$ cat src/rtl/core/b64enc_pkg.sv
// ----------------------------------------------------------------------------
// b64enc_pkg
// Shared types, constants and the alphabet lookup for the streaming base64
// encoder.
// ----------------------------------------------------------------------------
package b64enc_pkg;

  localparam int unsigned QueueDepth = 2;

  localparam logic [6:0] PadIdx = 7'd64;

  localparam logic [6:0] SymUpperA = 7'h41;
  localparam logic [6:0] SymUpperZ = 7'h5A;
  localparam logic [6:0] SymLowerA = 7'h61;
  localparam logic [6:0] SymLowerZ = 7'h7A;
  localparam logic [6:0] SymDigit0 = 7'h30;
  localparam logic [6:0] SymDigit9 = 7'h39;
  localparam logic [6:0] SymPlus   = 7'h2B;
  localparam logic [6:0] SymSlash  = 7'h2F;
  localparam logic [6:0] SymPad    = 7'h3D;

  typedef struct packed {
    logic [7:0] data_byte;
    logic       end_of_message;
  } in_req_t;

  typedef struct packed {
    logic [6:0] symbol;
    logic       last_symbol;
  } out_req_t;

  // One queued job: up to four alphabet indexes, the index of the final one
  // and whether that final one closes the message.
  typedef struct packed {
    logic [3:0][6:0] code;
    logic [1:0]      last_idx;
    logic            last;
  } cmd_t;

  typedef struct packed {
    logic valid;
    cmd_t cmd;
  } head_t;

  function automatic logic [6:0] to_ascii(input logic [6:0] idx);
    logic [6:0] sym;
    if (idx < 7'd26) begin
      sym = SymUpperA + idx;
    end else if (idx < 7'd52) begin
      sym = idx + 7'd71;
    end else if (idx < 7'd62) begin
      sym = idx - 7'd4;
    end else if (idx == 7'd62) begin
      sym = SymPlus;
    end else if (idx == 7'd63) begin
      sym = SymSlash;
    end else begin
      sym = SymPad;
    end
    return sym;
  endfunction

endpackage

$ cat src/rtl/core/b64enc_front.sv
// ----------------------------------------------------------------------------
// b64enc_front
// Accepts raw bytes, tracks the position within the three-byte group and the
// leftover bits, and turns each byte into one queued job of alphabet indexes.
// ----------------------------------------------------------------------------
module b64enc_front (
  input  logic              clk_i,
  input  logic              rst_ni,
  input  logic              in_valid_i,
  output logic              in_stall_o,
  input  b64enc_pkg::in_req_t in_req_i,
  input  logic              q_full_i,
  output logic              push_o,
  output b64enc_pkg::cmd_t  cmd_o
);
  import b64enc_pkg::*;

  logic [1:0] phase_q, phase_d;
  logic [5:0] carry_q, carry_d;
  logic [5:0] next_carry;
  logic [7:0] b;

  assign in_stall_o = q_full_i;
  assign push_o     = in_valid_i && !q_full_i;
  assign b          = in_req_i.data_byte;

  always_comb begin
    cmd_o      = '0;
    next_carry = '0;
    phase_d    = phase_q;
    carry_d    = carry_q;
    case (phase_q)
      2'd1: begin
        cmd_o.code[0] = {1'b0, carry_q | {2'b00, b[7:4]}};
        next_carry    = {b[3:0], 2'b00};
        if (in_req_i.end_of_message) begin
          cmd_o.code[1]  = {1'b0, next_carry};
          cmd_o.code[2]  = PadIdx;
          cmd_o.last_idx = 2'd2;
        end
        phase_d = 2'd2;
        carry_d = next_carry;
      end
      2'd2: begin
        cmd_o.code[0]  = {1'b0, carry_q | {4'b0000, b[7:6]}};
        cmd_o.code[1]  = {1'b0, b[5:0]};
        cmd_o.last_idx = 2'd1;
        phase_d        = 2'd0;
        carry_d        = '0;
      end
      default: begin
        cmd_o.code[0] = {1'b0, b[7:2]};
        next_carry    = {b[1:0], 4'b0000};
        if (in_req_i.end_of_message) begin
          cmd_o.code[1]  = {1'b0, next_carry};
          cmd_o.code[2]  = PadIdx;
          cmd_o.code[3]  = PadIdx;
          cmd_o.last_idx = 2'd3;
        end
        phase_d = 2'd1;
        carry_d = next_carry;
      end
    endcase
    cmd_o.last = in_req_i.end_of_message;
    if (in_req_i.end_of_message) begin
      phase_d = 2'd0;
      carry_d = '0;
    end
  end

  always_ff @(posedge clk_i or negedge rst_ni) begin
    if (!rst_ni) begin
      phase_q <= '0;
      carry_q <= '0;
    end else if (push_o) begin
      phase_q <= phase_d;
      carry_q <= carry_d;
    end
  end

endmodule

$ cat src/rtl/core/b64enc_queue.sv
// ----------------------------------------------------------------------------
// b64enc_queue
// Short job queue between the byte front end and the character back end.
// ----------------------------------------------------------------------------
module b64enc_queue (
  input  logic               clk_i,
  input  logic               rst_ni,
  input  logic               push_i,
  input  b64enc_pkg::cmd_t   cmd_i,
  output logic               full_o,
  input  logic               pop_i,
  output b64enc_pkg::head_t  head_o
);
  import b64enc_pkg::*;

  localparam int unsigned PtrW = (QueueDepth > 1) ? $clog2(QueueDepth) : 1;
  localparam int unsigned CntW = $clog2(QueueDepth + 1);

  cmd_t            mem_q [QueueDepth];
  logic [PtrW-1:0] wr_ptr_q, wr_ptr_d;
  logic [PtrW-1:0] rd_ptr_q, rd_ptr_d;
  logic [CntW-1:0] cnt_q, cnt_d;

  assign full_o     = (cnt_q == CntW'(QueueDepth));
  assign head_o.valid = (cnt_q != '0);
  assign head_o.cmd   = mem_q[rd_ptr_q];

  always_comb begin
    wr_ptr_d = wr_ptr_q;
    rd_ptr_d = rd_ptr_q;
    cnt_d    = cnt_q;
    if (push_i) begin
      wr_ptr_d = (wr_ptr_q == PtrW'(QueueDepth - 1)) ? '0 : wr_ptr_q + 1'b1;
    end
    if (pop_i) begin
      rd_ptr_d = (rd_ptr_q == PtrW'(QueueDepth - 1)) ? '0 : rd_ptr_q + 1'b1;
    end
    if (push_i && !pop_i) begin
      cnt_d = cnt_q + 1'b1;
    end else if (!push_i && pop_i) begin
      cnt_d = cnt_q - 1'b1;
    end
  end

  always_ff @(posedge clk_i or negedge rst_ni) begin
    if (!rst_ni) begin
      wr_ptr_q <= '0;
      rd_ptr_q <= '0;
      cnt_q    <= '0;
    end else begin
      wr_ptr_q <= wr_ptr_d;
      rd_ptr_q <= rd_ptr_d;
      cnt_q    <= cnt_d;
    end
  end

  always_ff @(posedge clk_i) begin
    if (push_i) begin
      mem_q[wr_ptr_q] <= cmd_i;
    end
  end

endmodule

$ cat src/rtl/core/b64enc_back.sv
// ----------------------------------------------------------------------------
// b64enc_back
// Walks the head job one character per cycle while the output is not stalled,
// maps alphabet indexes to ASCII and holds each character in the output register
// until it is taken.
module b64enc_back (
  input  logic                clk_i,
  input  logic                rst_ni,
  input  b64enc_pkg::head_t   head_i,
  output logic                pop_o,
  output logic                out_valid_o,
  input  logic                out_stall_i,
  output b64enc_pkg::out_req_t out_req_o
);
  import b64enc_pkg::*;

  logic       out_valid_q, out_valid_d;
  out_req_t   out_q, out_d;
  logic [1:0] idx_q, idx_d;
  logic       can_load, load, at_end;

  assign can_load = !out_valid_q || !out_stall_i;
  assign load     = head_i.valid && can_load;
  assign at_end   = (idx_q == head_i.cmd.last_idx);
  assign pop_o    = load && at_end;

  always_comb begin
    out_d       = out_q;
    out_valid_d = out_valid_q;
    idx_d       = idx_q;
    if (can_load) begin
      out_valid_d = head_i.valid;
    end
    if (load) begin
      out_d.symbol      = to_ascii(head_i.cmd.code[idx_q]);
      out_d.last_symbol = head_i.cmd.last && at_end;
      idx_d             = at_end ? 2'd0 : idx_q + 2'd1;
    end
  end

  always_ff @(posedge clk_i or negedge rst_ni) begin
    if (!rst_ni) begin
      out_valid_q <= 1'b0;
      idx_q       <= '0;
    end else begin
      out_valid_q <= out_valid_d;
      idx_q       <= idx_d;
    end
  end

  always_ff @(posedge clk_i) begin
    out_q <= out_d;
  end

  assign out_valid_o = out_valid_q;
  assign out_req_o   = out_q;

endmodule

$ cat src/rtl/core/base64_stream_encoder.sv
// ----------------------------------------------------------------------------
// base64_stream_encoder
// Streaming base64 encoder with the standard alphabet and '=' padding.
//
//   Channel  Direction  Handshake             Request
//   in       input      in_valid_i/in_stall_o  data_byte, end_of_message
//   out      output     out_valid_o/out_stall_i symbol, last_symbol
//
// A byte is taken every cycle while the two-entry job queue has room.
// Characters leave at one per cycle from the output register while the
// output is not stalled; a byte yields one or two characters, three or four
// for a final byte that leaves a partial group, and four per three bytes.
// A byte's job enters the queue, then its first character the output register.
// Reset clears the group position, leftover bits, queue and output valid.
// A stalled output holds its character while the front keeps filling the queue.
// ----------------------------------------------------------------------------
module base64_stream_encoder (
  input  logic                 clk_i,
  input  logic                 rst_ni,
  input  logic                 in_valid_i,
  output logic                 in_stall_o,
  input  b64enc_pkg::in_req_t  in_req_i,
  output logic                 out_valid_o,
  input  logic                 out_stall_i,
  output b64enc_pkg::out_req_t out_req_o
);
  import b64enc_pkg::*;

  logic  q_full;
  logic  push;
  logic  pop;
  cmd_t  cmd;
  head_t head;

  b64enc_front u_front (
    .clk_i      (clk_i),
    .rst_ni     (rst_ni),
    .in_valid_i (in_valid_i),
    .in_stall_o (in_stall_o),
    .in_req_i   (in_req_i),
    .q_full_i   (q_full),
    .push_o     (push),
    .cmd_o      (cmd)
  );

  b64enc_queue u_queue (
    .clk_i  (clk_i),
    .rst_ni (rst_ni),
    .push_i (push),
    .cmd_i  (cmd),
    .full_o (q_full),
    .pop_i  (pop),
    .head_o (head)
  );

  b64enc_back u_back (
    .clk_i       (clk_i),
    .rst_ni      (rst_ni),
    .head_i      (head),
    .pop_o       (pop),
    .out_valid_o (out_valid_o),
    .out_stall_i (out_stall_i),
    .out_req_o   (out_req_o)
  );

endmodule

$ cat config.mk
export PLATFORM = sky130hd
export DESIGN_NAME = base64_stream_encoder
export DESIGN_NICKNAME = d
export VERILOG_FILES = /design/src/rtl/core/b64enc_pkg.sv /design/src/rtl/core/b64enc_front.sv /design/src/rtl/core/b64enc_queue.sv /design/src/rtl/core/b64enc_back.sv /design/src/rtl/core/base64_stream_encoder.sv
export SDC_FILE = /design/constraint.sdc
export NUM_CORES = 1
export LEC_CHECK = 0
export ABC_AREA = 1
export BUFFER_PORTS_ARGS = -buffer_cell sky130_fd_sc_hd__buf_2
export CAP_MARGIN = 20
export CORE_ASPECT_RATIO = 2
export CORE_MARGIN = 2
export CORE_UTILIZATION = 30
export CTS_BUF_LIST = sky130_fd_sc_hd__clkbuf_4 sky130_fd_sc_hd__clkbuf_8
export DETAILED_ROUTE_END_ITERATION = 12
export SLEW_MARGIN = 10
export SYNTH_ARGS = -nofsm -noshare
export SYNTH_HDL_FRONTEND = slang
export SYNTH_HIERARCHICAL = 1
export SYNTH_SLANG_ARGS = --single-unit
$ cat constraint.sdc
create_clock -name clk_i -period 5.2 [get_ports clk_i]
set_input_delay 0.26 -clock clk_i [delete_from_list [all_inputs] [get_ports clk_i]]
set_output_delay 0.26 -clock clk_i [all_outputs]
set_load 0.05 [all_outputs]
**After elaboration in Yosys (flattened, before gate mapping)**

Memory sizes are Yosys's and may differ from the RTL's.
Index checks and enable logic that the tools add are counted.

- Bitwise operators: 2
- Reductions and logical operators: 15
- Equality and inequality tests: 6
- $add $sub $neg: 8
- Shifts and indexed selects: 0
- Multiplexer cells: 25
- Magnitude comparators: 4
- Multiply operators: 0
- Div/mod/pow operators: 0

Operators with widths:

| kind | number |
|---|---|
| $mux W7 | 6 |
| $pmux W16 S2 | 1 |
| $mux W21 | 1 |
| $bmux W7 S2 | 1 |
| $eq A7 B6 Y1 const B | 2 |
| $lt A7 B6 Y1 const B | 2 |
| $mux W14 | 1 |
| $pmux W7 S2 | 1 |
| $mux W2 | 6 |
| $pmux W6 S2 | 1 |
| $add A7 B7 Y7 const A | 1 |
| $add A7 B7 Y7 const B | 1 |
| $lt A7 B5 Y1 const B | 1 |
| $sub A7 B3 Y7 const B | 1 |
| $logic_and A1 B1 Y1 | 6 |
| $mux W6 | 1 |
| $or A6 B2 Y6 | 1 |
| $or A6 B4 Y6 | 1 |
| $logic_not A1 Y1 | 5 |
| $mux W5 | 1 |
| $add A2 B1 Y2 const B | 2 |
| $eq A2 B2 Y1 const B | 2 |
| $mux W1 | 4 |
| $pmux W2 S2 | 1 |
| 8 further kinds | 10 |

- Word-level logic and storage cells: 70
- Output and inout port bits: 10
- Register bits after elaboration: 23
- Latch bits: 0
- ROM bits: 0
- RAM bits: 62
- Memories: 1

Memory list:

| memory | depth | bits a word | read ports | clocked after memory_dff | write ports | RTL line | text |
|---|---|---|---|---|---|---|---|
| u_queue.mem_q | 2 | 31 | 1 | 0 | 1 | b64enc_queue.sv:19 | `cmd_t mem_q [QueueDepth];` |

**Logic depth before layout (Yosys ltp)**

An unclocked memory read counts as a cell.

- Word-level depth: 9
- Mapped depth: 16

**Hierarchy**

The synthesis kept the hierarchy.

By module, submodules not included:

| module | instances | sequential area each (um^2) | area each (um^2) | cells an instance |
|---|---|---|---|---|
| b64enc_queue | 1 | 1961.9 | 2597.5 | 122 |
| b64enc_back | 1 | 315.3 | 1322.5 | 180 |
| b64enc_front | 1 | 150.1 | 711.9 | 110 |

**Least setup slack after synthesis**

No wires, ideal clock.

- Kind: reg2reg
- From: register u_queue.cnt_q[1]
- To: memory u_queue/mem_q[0][0] in the netlist's numbering (enable)
- Arrival time: 2.143 ns
- Stages on the path, launching flop included: 8
- Slack: 2.638 ns
- Library setup time: 0.419 ns
- Required time: 4.781 ns
- Period minus slack after synthesis: 2.562 ns
- Path through: dfrtp_1 > inv_1 > nor2_1 > inv_1 > nand2_2 > inv_1 > inv_1 > nor2_1

- Longest elaborated chain between the ends: 5

RTL lines:

| element | RTL line | text |
|---|---|---|
| start: declaration | b64enc_queue.sv:22 | `logic [CntW-1:0] cnt_q, cnt_d;` |
| start signal: assignment | b64enc_queue.sv:53 | `cnt_q <= cnt_d;` |
| $eq A2 B2 Y1 | b64enc_queue.sv:24 | `assign full_o = (cnt_q == CntW'(QueueDepth));` |
| net q_full | base64_stream_encoder.sv:29 | `logic q_full;` |
| $logic_not A1 Y1 | b64enc_front.sv:24 | `assign push_o = in_valid_i && !q_full_i;` |
| $logic_and A1 B1 Y1 | b64enc_front.sv:24 |  |
| net push | base64_stream_encoder.sv:30 | `logic push;` |
| $mux W1 | b64enc_queue.sv:58 | `if (push_i) begin` |
| $mux W1 (implied by the code) | b64enc_queue.sv:59 | `mem_q[wr_ptr_q] <= cmd_i;` |
| end: declaration | b64enc_queue.sv:19 |  |

The timed path passes the listed nets, and every way through them passes these cells.

==> metrics.txt <==
layout cells sized above 1=26.32%; Post-CTS Setup Repair Bufs=0; dominant cells by area after synthesis=edfxtp_1, mux2_4, nand2_1; RSZ-0062 raised after global routing=false; hold buffers post-CTS=1; die area=16,510 µm²; Final Net Count=454; remaining antenna violation count after routing=0; Finished Layout Cells=635; number of clock sinks=83; Hold Vio Cnt, Final=0; vias after detailed routing=2,765; Final Cycle Share=54.76%; root cell of the clock tree=clkbuf_8; I/O pin cnt=23; crit path capture type=flop; final worst path period need=2.847 ns; leading area contributor after synthesis=edfxtp_1; vias in the first global route=2,754; synth warn=6; Synth cell types=37; clk slew on worst S/H paths=0.08 ns; relative slew slack=35.30%; setup violators final=0; Hold Crit Depth=3; Resize count post-CTS=0; GPL Wtd Cong=0.8931; vias per inst=4.354; outcome=finished, final reports clean; port bufs=22; Clock Tree Buf Depth=2; most frequent cells in the layout=nand2_1, edfxtp_1, nand3_1, inv_1, mux2_4; hold slack final=0.1275 ns; FMAX=351.2 MHz; hpwl dp=5884 µm; commonest non-fill, non-tap cell in the layout=nand2_1; dpl cell area=4771 µm²; register area share after synthesis=52.40%; Initial Utilization=30.44%; grt total ovfl=0; core area=15,210 µm²; WL per Instance=12.49 µm; peak fanout along the critical path=32; H-tree depth=3; max_cap viols=0; DRC Markers=0; CTS Buf Count=9; ANT cells=0; worst slew pin tran=0.9705 ns; antenna violations before repair=0; arrival time worst endpoint=2.97 ns; r2r worst-path depth=11; CTS tree=yes; Yosys top cell area share=45.38%; mean area per synthesized cell=11.24 µm²; 1st-pass router iterations=4; Site Rows=64; total track usage=10.23%; final wirelength=7933 µm; die span in y=179.7 µm; Crit path required time=5.32 ns; die width=91.86 µm; clk_lat worst skew=0.36 ns; first-pass GRT wire length=13,060 µm; Setup crit start kind=flop; setup_tns=0 ns; DP Cell Count=618; fin area=4972 µm²; Layout Area Growth over Synthesis=7.347%; Synth Cell Area=4632 µm²; FF+latch count, synth=83; largest net degree at the start of global routing=33; CP Class=reg2reg; Slew Viols, Final=0; hold crit path type=in2reg; Detailed Route Iter0 Violations=135; Cells after Synth=412; Fin Clk Skew=0.008713 ns
==> cell type report <==
| class | count | area (µm²) |
|---|---|---|
| tap | 198 | 247.7 |
| clock inverter | 7 | 67.56 |
| timing repair buffer | 25 | 135.1 |
| fill | 1576 | 10240 |
| clock buffer | 9 | 123.9 |
| multi-input combinational | 278 | 1832 |
| sequential | 83 | 2429 |
| inverter | 35 | 137.6 |
==> synth_stat cells <==
cell / number
nand2_2: 12
xor2_1: 5
nand2_4: 7
clkinv_2: 1
o21ai_0: 8
buf_4: 17
nand2_8: 1
nor3_1: 2
buf_6: 7
o21ai_1: 3
dfrtp_1: 13
nand3_4: 4
inv_2: 4
nor2_4: 2
buf_2: 1
mux2_4: 29
nand4_1: 5
mux2_2: 2
nand3_2: 3
a21oi_2: 2
a21oi_1: 5
buf_12: 3
nand3_1: 29
inv_6: 1
o211ai_1: 2
nor2_2: 3
conb_1: 1
buf_8: 1
inv_1: 29
o211ai_2: 2
ha_1: 9
edfxtp_1: 70
nand3b_1: 1
nand2_1: 105
o21ai_2: 2
nor2_1: 16
xnor2_1: 5
==> layer usage <==
| layer | vias to the layer above | track usage (%) | routed length (µm) |
|---|---|---|---|
| met2 | 61 | 19.65 | 4507 |
| li1 | 1390 | - | - |
| met3 | 22 | 2.473 | 250 |
| met4 | 0 | 5.672 | 278 |
| met5 | - | 0 | 0 |
| met1 | 1292 | 9.535 | 2897 |
==> path summary, 6_finish.rpt <==
path / startpoint / end / slack, ns
max in group asynchronous: rst_ni / u_queue/rd_ptr_q / 4.61
worst max-delay path: u_queue/rd_ptr_q / u_back/out_req_o[5] / 2.35
worst min-delay path: out_stall_i / u_back/out_valid_o / 0.13
worst min register to register: u_front/carry_q[3] / u_front/carry_q[3] / 0.49
min in group asynchronous: rst_ni / u_queue/cnt_q[0] / 0.32
worst max register to register: u_queue/rd_ptr_q / u_back/out_req_o[5] / 2.35
==> critical path: stages (launching register included) <==
cell and delay (ns):
dfrtp_2 1.01, mux2_2 0.42, o211ai_2 0.17, nand2_2 0.12
inv_1 0.09, ha_1 0.17, inv_1 0.05, a21oi_1 0.19
xnor2_1 0.16, o21ai_2 0.08, inv_1 0.07, a21oi_2 0.05
==> cell families after synthesis <==
logic type / count (synthesis) / share of synthesized area [%]
XOR/XNOR: 10 / 1.891
AND/OR/NAND/NOR: 190 / 20.80
adder cells (fa/ha/maj): 9 / 2.431
multiplexers: 31 / 9.887
buffers and inverters: 64 / 9.157
other: 1 / 0.08096
flip-flops: 83 / 52.40
AO/OA/AOI/OAI: 24 / 3.349
==> registers in the layout, indices dropped and copies added, names as in the netlist <==
name                count
u_back/out_valid_o      1
u_front/phase_q         2
u_queue/rd_ptr_q        1
u_queue/cnt_q           2
u_back/out_req_o        8
u_back/idx_q            2
u_front/carry_q         4
u_queue/mem_q          62
u_queue/wr_ptr_q        1
==> metrics by stage <==
| stage | worst slack [ns] | utilization (%) |
|---|---|---|
| 3_5_place_dp | 2.330 | 31.36 |
| 3_3_place_gp | 2.361 | 31.36 |
| 5_1_grt | 2.114 | 32.68 |
| 4_1_cts | 2.323 | 32.68 |
| 6_report | 2.353 | 32.68 |
| 2_1_floorplan | 2.638 | - |
Power is not shown: default switching activity piles up to over one toggle a cycle in this logic, so the estimate is an artifact.
